## src/rtl/ifpl_pkg.sv

```systemverilog
// Shared types, codes and the frame status map of the inverter fault latch.
`default_nettype none

package ifpl_pkg;

    // Item kinds.
    localparam logic [1:0] FUNC_CHECK    = 2'd0;
    localparam logic [1:0] FUNC_CAPTURE  = 2'd1;
    localparam logic [1:0] FUNC_EXTERNAL = 2'd2;
    localparam logic [1:0] FUNC_CLEAR    = 2'd3;

    // Frame status codes.
    localparam logic [3:0] STAT_VALID          = 4'd0;
    localparam logic [3:0] STAT_OVERRUN        = 4'd1;
    localparam logic [3:0] STAT_QUEUE_OVERRUN  = 4'd2;
    localparam logic [3:0] STAT_DESYNC         = 4'd3;
    localparam logic [3:0] STAT_EOS_TIMEOUT    = 4'd4;
    localparam logic [3:0] STAT_NOT_ARMED      = 4'd5;
    localparam logic [3:0] STAT_WINDOW_BAD     = 4'd6;
    localparam logic [3:0] STAT_MAP_UNVERIFIED = 4'd7;
    localparam logic [3:0] STAT_CAL_BAD        = 4'd8;
    localparam logic [3:0] STAT_SATURATED      = 4'd9;

    // Fault reason codes.
    localparam logic [3:0] CODE_NONE          = 4'd0;
    localparam logic [3:0] CODE_OVERCURRENT   = 4'd1;
    localparam logic [3:0] CODE_BUS_HIGH      = 4'd2;
    localparam logic [3:0] CODE_BUS_LOW       = 4'd3;
    localparam logic [3:0] CODE_OVERRUN       = 4'd4;
    localparam logic [3:0] CODE_QUEUE_OVERRUN = 4'd5;
    localparam logic [3:0] CODE_DESYNC        = 4'd6;
    localparam logic [3:0] CODE_TIMEOUT       = 4'd7;
    localparam logic [3:0] CODE_WINDOW        = 4'd8;
    localparam logic [3:0] CODE_MAP           = 4'd9;
    localparam logic [3:0] CODE_FRAME_COPY    = 4'd10;

    // Clear request results.
    localparam logic [2:0] CLR_OK             = 3'd0;
    localparam logic [2:0] CLR_NOT_LATCHED    = 3'd1;
    localparam logic [2:0] CLR_CONTROL_ACTIVE = 3'd2;
    localparam logic [2:0] CLR_UNSAFE         = 3'd3;
    localparam logic [2:0] CLR_SAMPLE_INVALID = 3'd4;
    localparam logic [2:0] CLR_NOT_A_CLEAR    = 3'd5;

    // Configuration register indexes.
    localparam logic [1:0] REG_CURRENT_LIMIT = 2'd0;
    localparam logic [1:0] REG_BUS_MIN       = 2'd1;
    localparam logic [1:0] REG_BUS_MAX       = 2'd2;
    localparam logic [1:0] REG_OV_COUNT      = 2'd3;

    // Register widths and reset values.
    localparam int CFG_DATA_W = 20;
    localparam logic [14:0] CURRENT_LIMIT_RST = 15'd12000;
    localparam logic [19:0] BUS_MIN_RST       = 20'd8000;
    localparam logic [19:0] BUS_MAX_RST       = 20'd350000;
    localparam logic [7:0]  OV_COUNT_RST      = 8'd10;
    localparam logic [7:0]  OV_RUN_MAX        = 8'd255;

    typedef struct packed {
        logic [14:0] current_limit_ma;
        logic [19:0] bus_min_mv;
        logic [19:0] bus_max_mv;
        logic [7:0]  overvolt_count_limit;
    } cfg_t;

    typedef struct packed {
        logic [1:0]         func;
        logic               frame_present;
        logic [3:0]         frame_status;
        logic signed [15:0] shunt1_ma;
        logic signed [15:0] shunt2_ma;
        logic [19:0]        bus_mv;
        logic [3:0]         reason_in;
        logic               control_active;
        logic               sd_lines_high;
        logic               sample_ok;
        logic               break_pending;
    } item_t;

    typedef struct packed {
        logic       fault_flag;
        logic [3:0] latched_reason;
        logic [7:0] overvolt_run;
    } state_t;

    typedef struct packed {
        logic       fault_latched;
        logic [3:0] fault_code;
        logic [2:0] clear_result;
        logic       pwm_kill;
    } result_t;

    // Map a frame status to the reason it latches.
    function automatic logic [3:0] status_to_code(input logic [3:0] status);
        logic [3:0] code;
        case (status) inside
            STAT_VALID:                                   code = CODE_NONE;
            STAT_OVERRUN:                                 code = CODE_OVERRUN;
            STAT_QUEUE_OVERRUN:                           code = CODE_QUEUE_OVERRUN;
            STAT_EOS_TIMEOUT, STAT_NOT_ARMED:             code = CODE_TIMEOUT;
            STAT_WINDOW_BAD:                              code = CODE_WINDOW;
            STAT_MAP_UNVERIFIED, STAT_CAL_BAD, STAT_SATURATED:
                                                          code = CODE_MAP;
            default:                                      code = CODE_DESYNC;
        endcase
        return code;
    endfunction

    // Magnitude of a signed 16-bit current, 0 to 32768.
    function automatic logic [16:0] mag16(input logic signed [15:0] value);
        logic [16:0] ext;
        ext = {value[15], value};
        return value[15] ? (17'd0 - ext) : ext;
    endfunction

endpackage

`default_nettype wire

```

## src/rtl/ifpl_cfg.sv

```systemverilog
// Configuration registers of the inverter fault latch.
`default_nettype none

module ifpl_cfg (
    input  wire logic                            clk,
    input  wire logic                            rst_n,
    input  wire logic                            cfg_wr_en,
    input  wire logic [1:0]                      cfg_index,
    input  wire logic [ifpl_pkg::CFG_DATA_W-1:0] cfg_data,
    output ifpl_pkg::cfg_t                       cfg
);

    ifpl_pkg::cfg_t cfg_reg;

    // Register file, written one register at a time.
    always_ff @(posedge clk or negedge rst_n)
    begin
        if (!rst_n)
        begin
            cfg_reg.current_limit_ma     <= ifpl_pkg::CURRENT_LIMIT_RST;
            cfg_reg.bus_min_mv           <= ifpl_pkg::BUS_MIN_RST;
            cfg_reg.bus_max_mv           <= ifpl_pkg::BUS_MAX_RST;
            cfg_reg.overvolt_count_limit <= ifpl_pkg::OV_COUNT_RST;
        end
        else if (cfg_wr_en)
        begin
            case (cfg_index)
                ifpl_pkg::REG_CURRENT_LIMIT: cfg_reg.current_limit_ma <= cfg_data[14:0];
                ifpl_pkg::REG_BUS_MIN:       cfg_reg.bus_min_mv       <= cfg_data[19:0];
                ifpl_pkg::REG_BUS_MAX:       cfg_reg.bus_max_mv       <= cfg_data[19:0];
                ifpl_pkg::REG_OV_COUNT:      cfg_reg.overvolt_count_limit <= cfg_data[7:0];
                default:
                begin
                end
            endcase
        end
    end

    assign cfg = cfg_reg;

endmodule

`default_nettype wire

```

## src/rtl/ifpl_eval.sv

```systemverilog
// Single-pass evaluation of one word against the latch state and limits.
`default_nettype none

module ifpl_eval (
    input  wire ifpl_pkg::item_t   item,
    input  wire ifpl_pkg::state_t  state,
    input  wire ifpl_pkg::cfg_t    cfg,
    output ifpl_pkg::state_t       state_next,
    output ifpl_pkg::result_t      result
);

    logic [16:0] i1_mag;
    logic [16:0] i2_mag;
    logic [16:0] limit_ext;
    logic [16:0] half_ext;
    logic        over_current;
    logic        over_half;
    logic        bus_high;
    logic        bus_low;
    logic [7:0]  run_sat;

    // Magnitudes and limit compares shared by the frame and clear paths.
    assign i1_mag       = ifpl_pkg::mag16(item.shunt1_ma);
    assign i2_mag       = ifpl_pkg::mag16(item.shunt2_ma);
    assign limit_ext    = {2'b00, cfg.current_limit_ma};
    assign half_ext     = {3'b000, cfg.current_limit_ma[14:1]};
    assign over_current = (i1_mag > limit_ext) || (i2_mag > limit_ext);
    assign over_half    = (i1_mag > half_ext) || (i2_mag > half_ext);
    assign bus_high     = item.bus_mv > cfg.bus_max_mv;
    assign bus_low      = item.bus_mv < cfg.bus_min_mv;
    assign run_sat      = (state.overvolt_run == ifpl_pkg::OV_RUN_MAX) ?
                          state.overvolt_run : state.overvolt_run + 8'd1;

    // Decide the next latch state and the result word.
    always_comb
    begin
        logic       set_req;
        logic [3:0] set_code;
        logic [2:0] clr;
        set_req    = 1'b0;
        set_code   = ifpl_pkg::CODE_NONE;
        clr        = ifpl_pkg::CLR_NOT_A_CLEAR;
        state_next = state;

        case (item.func)
            ifpl_pkg::FUNC_CHECK, ifpl_pkg::FUNC_CAPTURE:
            begin
                if (!state.fault_flag)
                begin
                    if (!item.frame_present)
                    begin
                        set_req  = 1'b1;
                        set_code = ifpl_pkg::CODE_FRAME_COPY;
                    end
                    else if (item.func == ifpl_pkg::FUNC_CAPTURE)
                    begin
                        // Capture frames also pass the map-unverified status.
                        if (item.frame_status != ifpl_pkg::STAT_VALID &&
                            item.frame_status != ifpl_pkg::STAT_MAP_UNVERIFIED)
                        begin
                            set_req  = 1'b1;
                            set_code = ifpl_pkg::status_to_code(item.frame_status);
                        end
                    end
                    else if (item.frame_status != ifpl_pkg::STAT_VALID)
                    begin
                        set_req  = 1'b1;
                        set_code = ifpl_pkg::status_to_code(item.frame_status);
                    end
                    else if (over_current)
                    begin
                        set_req  = 1'b1;
                        set_code = ifpl_pkg::CODE_OVERCURRENT;
                    end
                    else if (bus_high)
                    begin
                        // Over-voltage must persist until the run reaches overvolt_count_limit.
                        state_next.overvolt_run = run_sat;
                        if (run_sat >= cfg.overvolt_count_limit)
                        begin
                            set_req  = 1'b1;
                            set_code = ifpl_pkg::CODE_BUS_HIGH;
                        end
                    end
                    else
                    begin
                        state_next.overvolt_run = 8'd0;
                        if (bus_low)
                        begin
                            set_req  = 1'b1;
                            set_code = ifpl_pkg::CODE_BUS_LOW;
                        end
                    end
                end
            end
            ifpl_pkg::FUNC_EXTERNAL:
            begin
                if (!state.fault_flag)
                begin
                    set_req  = 1'b1;
                    set_code = item.reason_in;
                end
            end
            default:
            begin
                // Clear request: checks in priority order.
                if (!state.fault_flag)
                    clr = ifpl_pkg::CLR_NOT_LATCHED;
                else if (item.control_active)
                    clr = ifpl_pkg::CLR_CONTROL_ACTIVE;
                else if (!item.sd_lines_high)
                    clr = ifpl_pkg::CLR_UNSAFE;
                else if (!item.sample_ok)
                    clr = ifpl_pkg::CLR_SAMPLE_INVALID;
                else if (bus_low || bus_high || over_half || item.break_pending)
                    clr = ifpl_pkg::CLR_UNSAFE;
                else
                begin
                    clr                       = ifpl_pkg::CLR_OK;
                    state_next.fault_flag     = 1'b0;
                    state_next.latched_reason = ifpl_pkg::CODE_NONE;
                    state_next.overvolt_run   = 8'd0;
                end
            end
        endcase

        if (set_req)
        begin
            state_next.fault_flag     = 1'b1;
            state_next.latched_reason = set_code;
        end

        result.fault_latched = state_next.fault_flag;
        result.fault_code    = state_next.latched_reason;
        result.clear_result  = clr;
        result.pwm_kill      = set_req;
    end

endmodule

`default_nettype wire

```

## src/rtl/inverter_fault_protection_latch.sv

```systemverilog
// Top level of the inverter fault latch: input register, evaluation, result register.
//
//   Channel  | Handshake              | Word
//   ---------+------------------------+----------------------------------------------
//   input    | in_valid / in_ready    | func, frame fields, reason_in, clear inputs
//   result   | out_valid / out_ready  | fault_latched, fault_code, clear_result, pwm_kill
//   config   | cfg_wr_en              | cfg_index, cfg_data
//
// A word is registered at its input, evaluated against the latch state, and its
// result is registered once the result register is free to take it.
// One word per cycle is sustained while out_ready holds, and the latch
// state updates as the result is stored.
// A stalled result register holds its word, and the input register fills behind it.
// Reset clears the latch, the over-voltage run and both valid flags, and loads the
// default limits.
`default_nettype none

module inverter_fault_protection_latch (
    input  wire logic                            clk,
    input  wire logic                            rst_n,
    input  wire logic                            in_valid,
    output logic                                 in_ready,
    input  wire logic [1:0]                      func,
    input  wire logic                            frame_present,
    input  wire logic [3:0]                      frame_status,
    input  wire logic signed [15:0]              shunt1_ma,
    input  wire logic signed [15:0]              shunt2_ma,
    input  wire logic [19:0]                     bus_mv,
    input  wire logic [3:0]                      reason_in,
    input  wire logic                            control_active,
    input  wire logic                            sd_lines_high,
    input  wire logic                            sample_ok,
    input  wire logic                            break_pending,
    output logic                                 out_valid,
    input  wire logic                            out_ready,
    output logic                                 fault_latched,
    output logic [3:0]                           fault_code,
    output logic [2:0]                           clear_result,
    output logic                                 pwm_kill,
    input  wire logic                            cfg_wr_en,
    input  wire logic [1:0]                      cfg_index,
    input  wire logic [ifpl_pkg::CFG_DATA_W-1:0] cfg_data
);

    ifpl_pkg::cfg_t    cfg;
    ifpl_pkg::item_t   item_reg;
    ifpl_pkg::state_t  state_reg;
    ifpl_pkg::state_t  state_next;
    ifpl_pkg::result_t res_next;
    ifpl_pkg::result_t res_reg;
    logic              item_valid_reg;
    logic              out_valid_reg;
    logic              out_free;
    logic              item_fire;
    logic              in_fire;

    ifpl_cfg u_cfg (
        .clk       (clk),
        .rst_n     (rst_n),
        .cfg_wr_en (cfg_wr_en),
        .cfg_index (cfg_index),
        .cfg_data  (cfg_data),
        .cfg       (cfg)
    );

    ifpl_eval u_eval (
        .item       (item_reg),
        .state      (state_reg),
        .cfg        (cfg),
        .state_next (state_next),
        .result     (res_next)
    );

    // Pipeline flow control.
    assign out_free  = !out_valid_reg || out_ready;
    assign item_fire = item_valid_reg && out_free;
    assign in_ready  = !item_valid_reg || out_free;
    assign in_fire   = in_valid && in_ready;

    // Valid flags and the latch state.
    always_ff @(posedge clk or negedge rst_n)
    begin
        if (!rst_n)
        begin
            item_valid_reg <= 1'b0;
            out_valid_reg  <= 1'b0;
            state_reg      <= '0;
        end
        else
        begin
            item_valid_reg <= in_fire || (item_valid_reg && !item_fire);
            if (item_fire)
            begin
                out_valid_reg <= 1'b1;
                state_reg     <= state_next;
            end
            else if (out_ready)
            begin
                out_valid_reg <= 1'b0;
            end
        end
    end

    // Payload registers.
    always_ff @(posedge clk)
    begin
        if (in_fire)
        begin
            item_reg.func           <= func;
            item_reg.frame_present  <= frame_present;
            item_reg.frame_status   <= frame_status;
            item_reg.shunt1_ma      <= shunt1_ma;
            item_reg.shunt2_ma      <= shunt2_ma;
            item_reg.bus_mv         <= bus_mv;
            item_reg.reason_in      <= reason_in;
            item_reg.control_active <= control_active;
            item_reg.sd_lines_high  <= sd_lines_high;
            item_reg.sample_ok      <= sample_ok;
            item_reg.break_pending  <= break_pending;
        end
        if (item_fire)
        begin
            res_reg <= res_next;
        end
    end

    // Result word outputs.
    assign out_valid     = out_valid_reg;
    assign fault_latched = res_reg.fault_latched;
    assign fault_code    = res_reg.fault_code;
    assign clear_result  = res_reg.clear_result;
    assign pwm_kill      = res_reg.pwm_kill;

endmodule

`default_nettype wire

```

## config.mk

```make
export PLATFORM = sky130hd
export DESIGN_NAME = inverter_fault_protection_latch
export DESIGN_NICKNAME = d
export VERILOG_FILES = /design/src/rtl/ifpl_pkg.sv /design/src/rtl/ifpl_cfg.sv /design/src/rtl/ifpl_eval.sv /design/src/rtl/inverter_fault_protection_latch.sv
export SDC_FILE = /design/constraint.sdc
export NUM_CORES = 1
export LEC_CHECK = 0
export ABC_AREA = 1
export BUFFER_PORTS_ARGS = -buffer_cell sky130_fd_sc_hd__buf_2
export CAP_MARGIN = 20
export CORE_MARGIN = 3
export CORE_UTILIZATION = 45
export DETAILED_ROUTE_END_ITERATION = 16
export PLACE_DENSITY = 0.73
export SYNTH_ARGS = -nofsm -noshare
export SYNTH_HDL_FRONTEND = slang
export SYNTH_SLANG_ARGS = --single-unit
```

## constraint.sdc

```tcl
create_clock -name clk -period 6.65 [get_ports clk]
set_input_delay 0.665 -clock clk [delete_from_list [all_inputs] [get_ports clk]]
set_output_delay 0.665 -clock clk [all_outputs]
set_load 0.01 [all_outputs]
```

==> impl_metrics.py <==
metrics = {
    "outcome": {
        "status": "finished, final reports clean",
    },
    "worst_setup_path": {
        "rrSetupSlack_ns": 3.11,
        "reg2regPathDepth": 23,
        "r2r_start": "item_reg[46]",
        "critPathMaxFanout": 6,
        "crit_path_end_kind": "flip-flop",
        "required_ns": 6.83,
        "timing.rr.end": "fault_code[3]",
        "worstPathArrival_ns": 3.72,
        "cp-start-kind": "flip-flop",
        "crit_type": "flip-flop to flip-flop",
    },
    "timing": {
        "final_hold_viol_count": 0,
        "finClkSkew_ns": 0.0109,
        "min_period_ns": 3.54,
        "tns_ns": 0,
        "setup_viol": 0,
        "rsz0062_at_grt": "false",
        "slew_headroom_pct": 35.2,
        "post-route-period-util_pct": 53.2,
        "worst_pin_slew_ns": 0.972,
        "maxSlewViolCount": 0,
        "fmax_mhz": 283,
    },
    "route": {
        "wl_per_cell_um": 14.0,
        "post-route-drc-count": 0,
        "routed_wl_mm": 20.5,
        "drt_iter0_drc": 503,
        "ant_nets": 0,
        "num_vias": 7263,
        "via_per_inst": 4.96,
        "dr.pass1.iters": 5,
    },
    "clock_tree": {
        "cts_max_path_buffers": 2,
        "cts_setup_buffers": 0,
        "cts_buffers": 17,
        "clock_latency_ns": 0.43,
        "tritoncts": "built",
        "cts_resized": 0,
        "root_buffer": "clkbuf_16",
        "clk_pin_slew_worst_paths_ns": 0.06,
        "cts_max_level": 4,
        "holdBufCountCts": 0,
        "clock_sinks": 154,
    },
    "layout": {
        "largest_register_ffs": 67,
        "fillers": 1849,
        "syn_to_final_growth_pct": 15.1,
        "diodes": 0,
        "utilization_pct": 52.8,
        "final_cell_mix": "277 x nand2_1, 163 x inv_1, 112 x ha_1",
        "drive_gt1_share_pct": 16.7,
        "mostFrequentLayoutCell": "nand2_1",
        "nets": 1387,
    },
    "power": {
        "sw_frac_of_total_pct": 32.2,
        "leakage_nw": 5.31,
        "comb_power_share_pct": 25.8,
        "ir_drop_mv": 0.181,
        "seqPwrFrac_pct": 42.1,
        "switchingPower_uw": 952,
        "p_per_area_nw_per_um2": 276,
        "clockPowerShare_pct": 32.1,
        "p_int_mw": 2.01,
    },
    "placed_design": {
        "gp_congestion": 0.888,
        "dp_hpwl_mm": 15.4,
        "portBuffers": 104,
    },
    "global_route": {
        "grt_usage_pct": 18.9,
        "grt_max_degree": 76,
        "grt_pass1_vias": 7035,
        "grt_antenna_before_repair": 0,
        "grt_overflow": 0,
        "grt_pass1_wl_mm": 33.5,
    },
    "floorplan": {
        "die_w_um": 150,
        "core_area_um2": 20300,
        "dieArea_um2": 22500,
        "start_util_pct": 45.9,
        "ios": 105,
        "die-height_um": 150,
        "rows": 52,
    },
    "synthesis": {
        "synth_area_leaders": "edfxtp_1 24%, ha_1 15%, dfrtp_1 15%",
        "mappedNetlistNets": 1275,
        "ys_ff_latch": 154,
        "async_flop_share_pct": 50.6,
        "synth_area_um2": 9320,
        "ys_types": 46,
        "synth.yosys.seq_area_share_pct": 45.8,
        "postSynthCellCount": 1069,
        "synth-edff-count": 76,
        "yosysTopAreaCell": "edfxtp_1",
        "synth.avg_cell_area_um2": 8.72,
        "synth_top_area_share_pct": 24.5,
        "synthFlopType": "edfxtp_1",
        "yosysWarningCount": 0,
    },
    "min_path": {
        "hold_path.class": "input pin to asynchronous set/reset pin",
    },
    "flow_run": {
        "drv_cap": 0,
    },
}
## worst max path at each step
stage                       startpoint            end  slack, ns  depth (start not counted)
after floorplan           item_reg[44]  fault_code[0]       3.61                         23
after global placement    item_reg[46]  fault_code[2]       3.16                         23
after detailed placement  item_reg[44]  fault_code[3]       3.17                         23
after CTS                 item_reg[46]  fault_code[3]       3.13                         23
after global routing      item_reg[46]  fault_code[3]       2.63                         23
final                     item_reg[46]  fault_code[3]       3.11                         23
## layout make-up
type                       instances  area [um2]  share of cell area (%)
tap                              270         338                    3.15
clock inverter                    12         113                    1.05
inverter                         175         657                    6.13
clock buffer                      20         467                    4.35
multi-input combinational        725        4330                    40.4
sequential                       154        4260                    39.8
timing repair buffer             108         551                    5.13
## metal layers
metal | routed length [um] | track usage (%) | vias to the layer above
met4 | 689 | 8.42 | 0
met5 | 0 | 0 | -
met3 | 797 | 3.69 | 48
met1 | 8920 | 23.2 | 3358
met2 | 10100 | 32.1 | 144
li1 | - | - | 3713
## power groups by stage
stage	logic, mW	clock network (mW)	registers [mW]
5_1_grt	0.896	1.01	1.26
4_1_cts	0.766	0.974	1.24
3_5_place_dp	0.759	0	1.26
3_3_place_gp	0.732	0	1.26
6_report	0.763	0.951	1.24
2_1_floorplan	0.549	0	1.24
## stage by stage
stage | instance area [um2] | worst slack (ns) | std cells | hold WS, ns | power [mW]
floorplan | 9320 | 3.61 | 1069 | 0.369 | 1.79
global placement | 10100 | 3.16 | 1432 | 0.467 | 1.99
detailed placement | 10100 | 3.17 | 1432 | 0.466 | 2.02
CTS | 10700 | 3.13 | 1464 | 0.0148 | 2.98
global route | 10700 | 2.63 | 1464 | 0.0153 | 3.17
finish | 10700 | 3.11 | 1464 | 0.0297 | 2.96
## cell usage after synthesis (2+ instances only)
library cell and count:
nand2_1 277, inv_1 164, ha_1 112, o21ai_0 79, edfxtp_1 76, nor2_1 64
dfrtp_1 54, a21oi_1 43, nand3_1 39, dfstp_2 24, xor2_1 21, clkbuf_1 13
nand4_1 11, nand2_2 10, inv_2 9, nor3_1 9, xnor2_1 9, o21ai_2 8
o21ai_1 5, o31ai_1 5, and2_1 4, a21o_1 3, nand3b_1 3, o21a_1 3
clkinv_1 2, o211ai_1 2
## critical path, cell delays in order, from the launching register on
cell and delay, ns:
edfxtp_1 0.40, nor3_1 0.45, nand2_1 0.15, nor3_1 0.22, nor2_1 0.08, xor2_1 0.29
ha_1 0.31, nand2_1 0.09, inv_1 0.04, a21oi_1 0.12, nand2_1 0.07, nand2_1 0.07
nand3_1 0.07, nand2_1 0.06, nand2_1 0.04, nand2_1 0.11, nand4_1 0.12, nand2_1 0.07
nand2_1 0.04, nand2_1 0.06, nand2_2 0.09, nand2_2 0.12, nand2_1 0.07, and2_1 0.14
## kinds of logic after synthesis
group / after synthesis / synth area share [%]
buf+inv: 190 / 7.73
mux: 1 / 0.121
flops: 154 / 45.8
xor+xnor: 30 / 2.82
fa+ha+maj: 112 / 15.0
simple gates: 426 / 19.2
compound gates: 156 / 9.33
No activity file was read; power rests on OpenSTA's default activity.
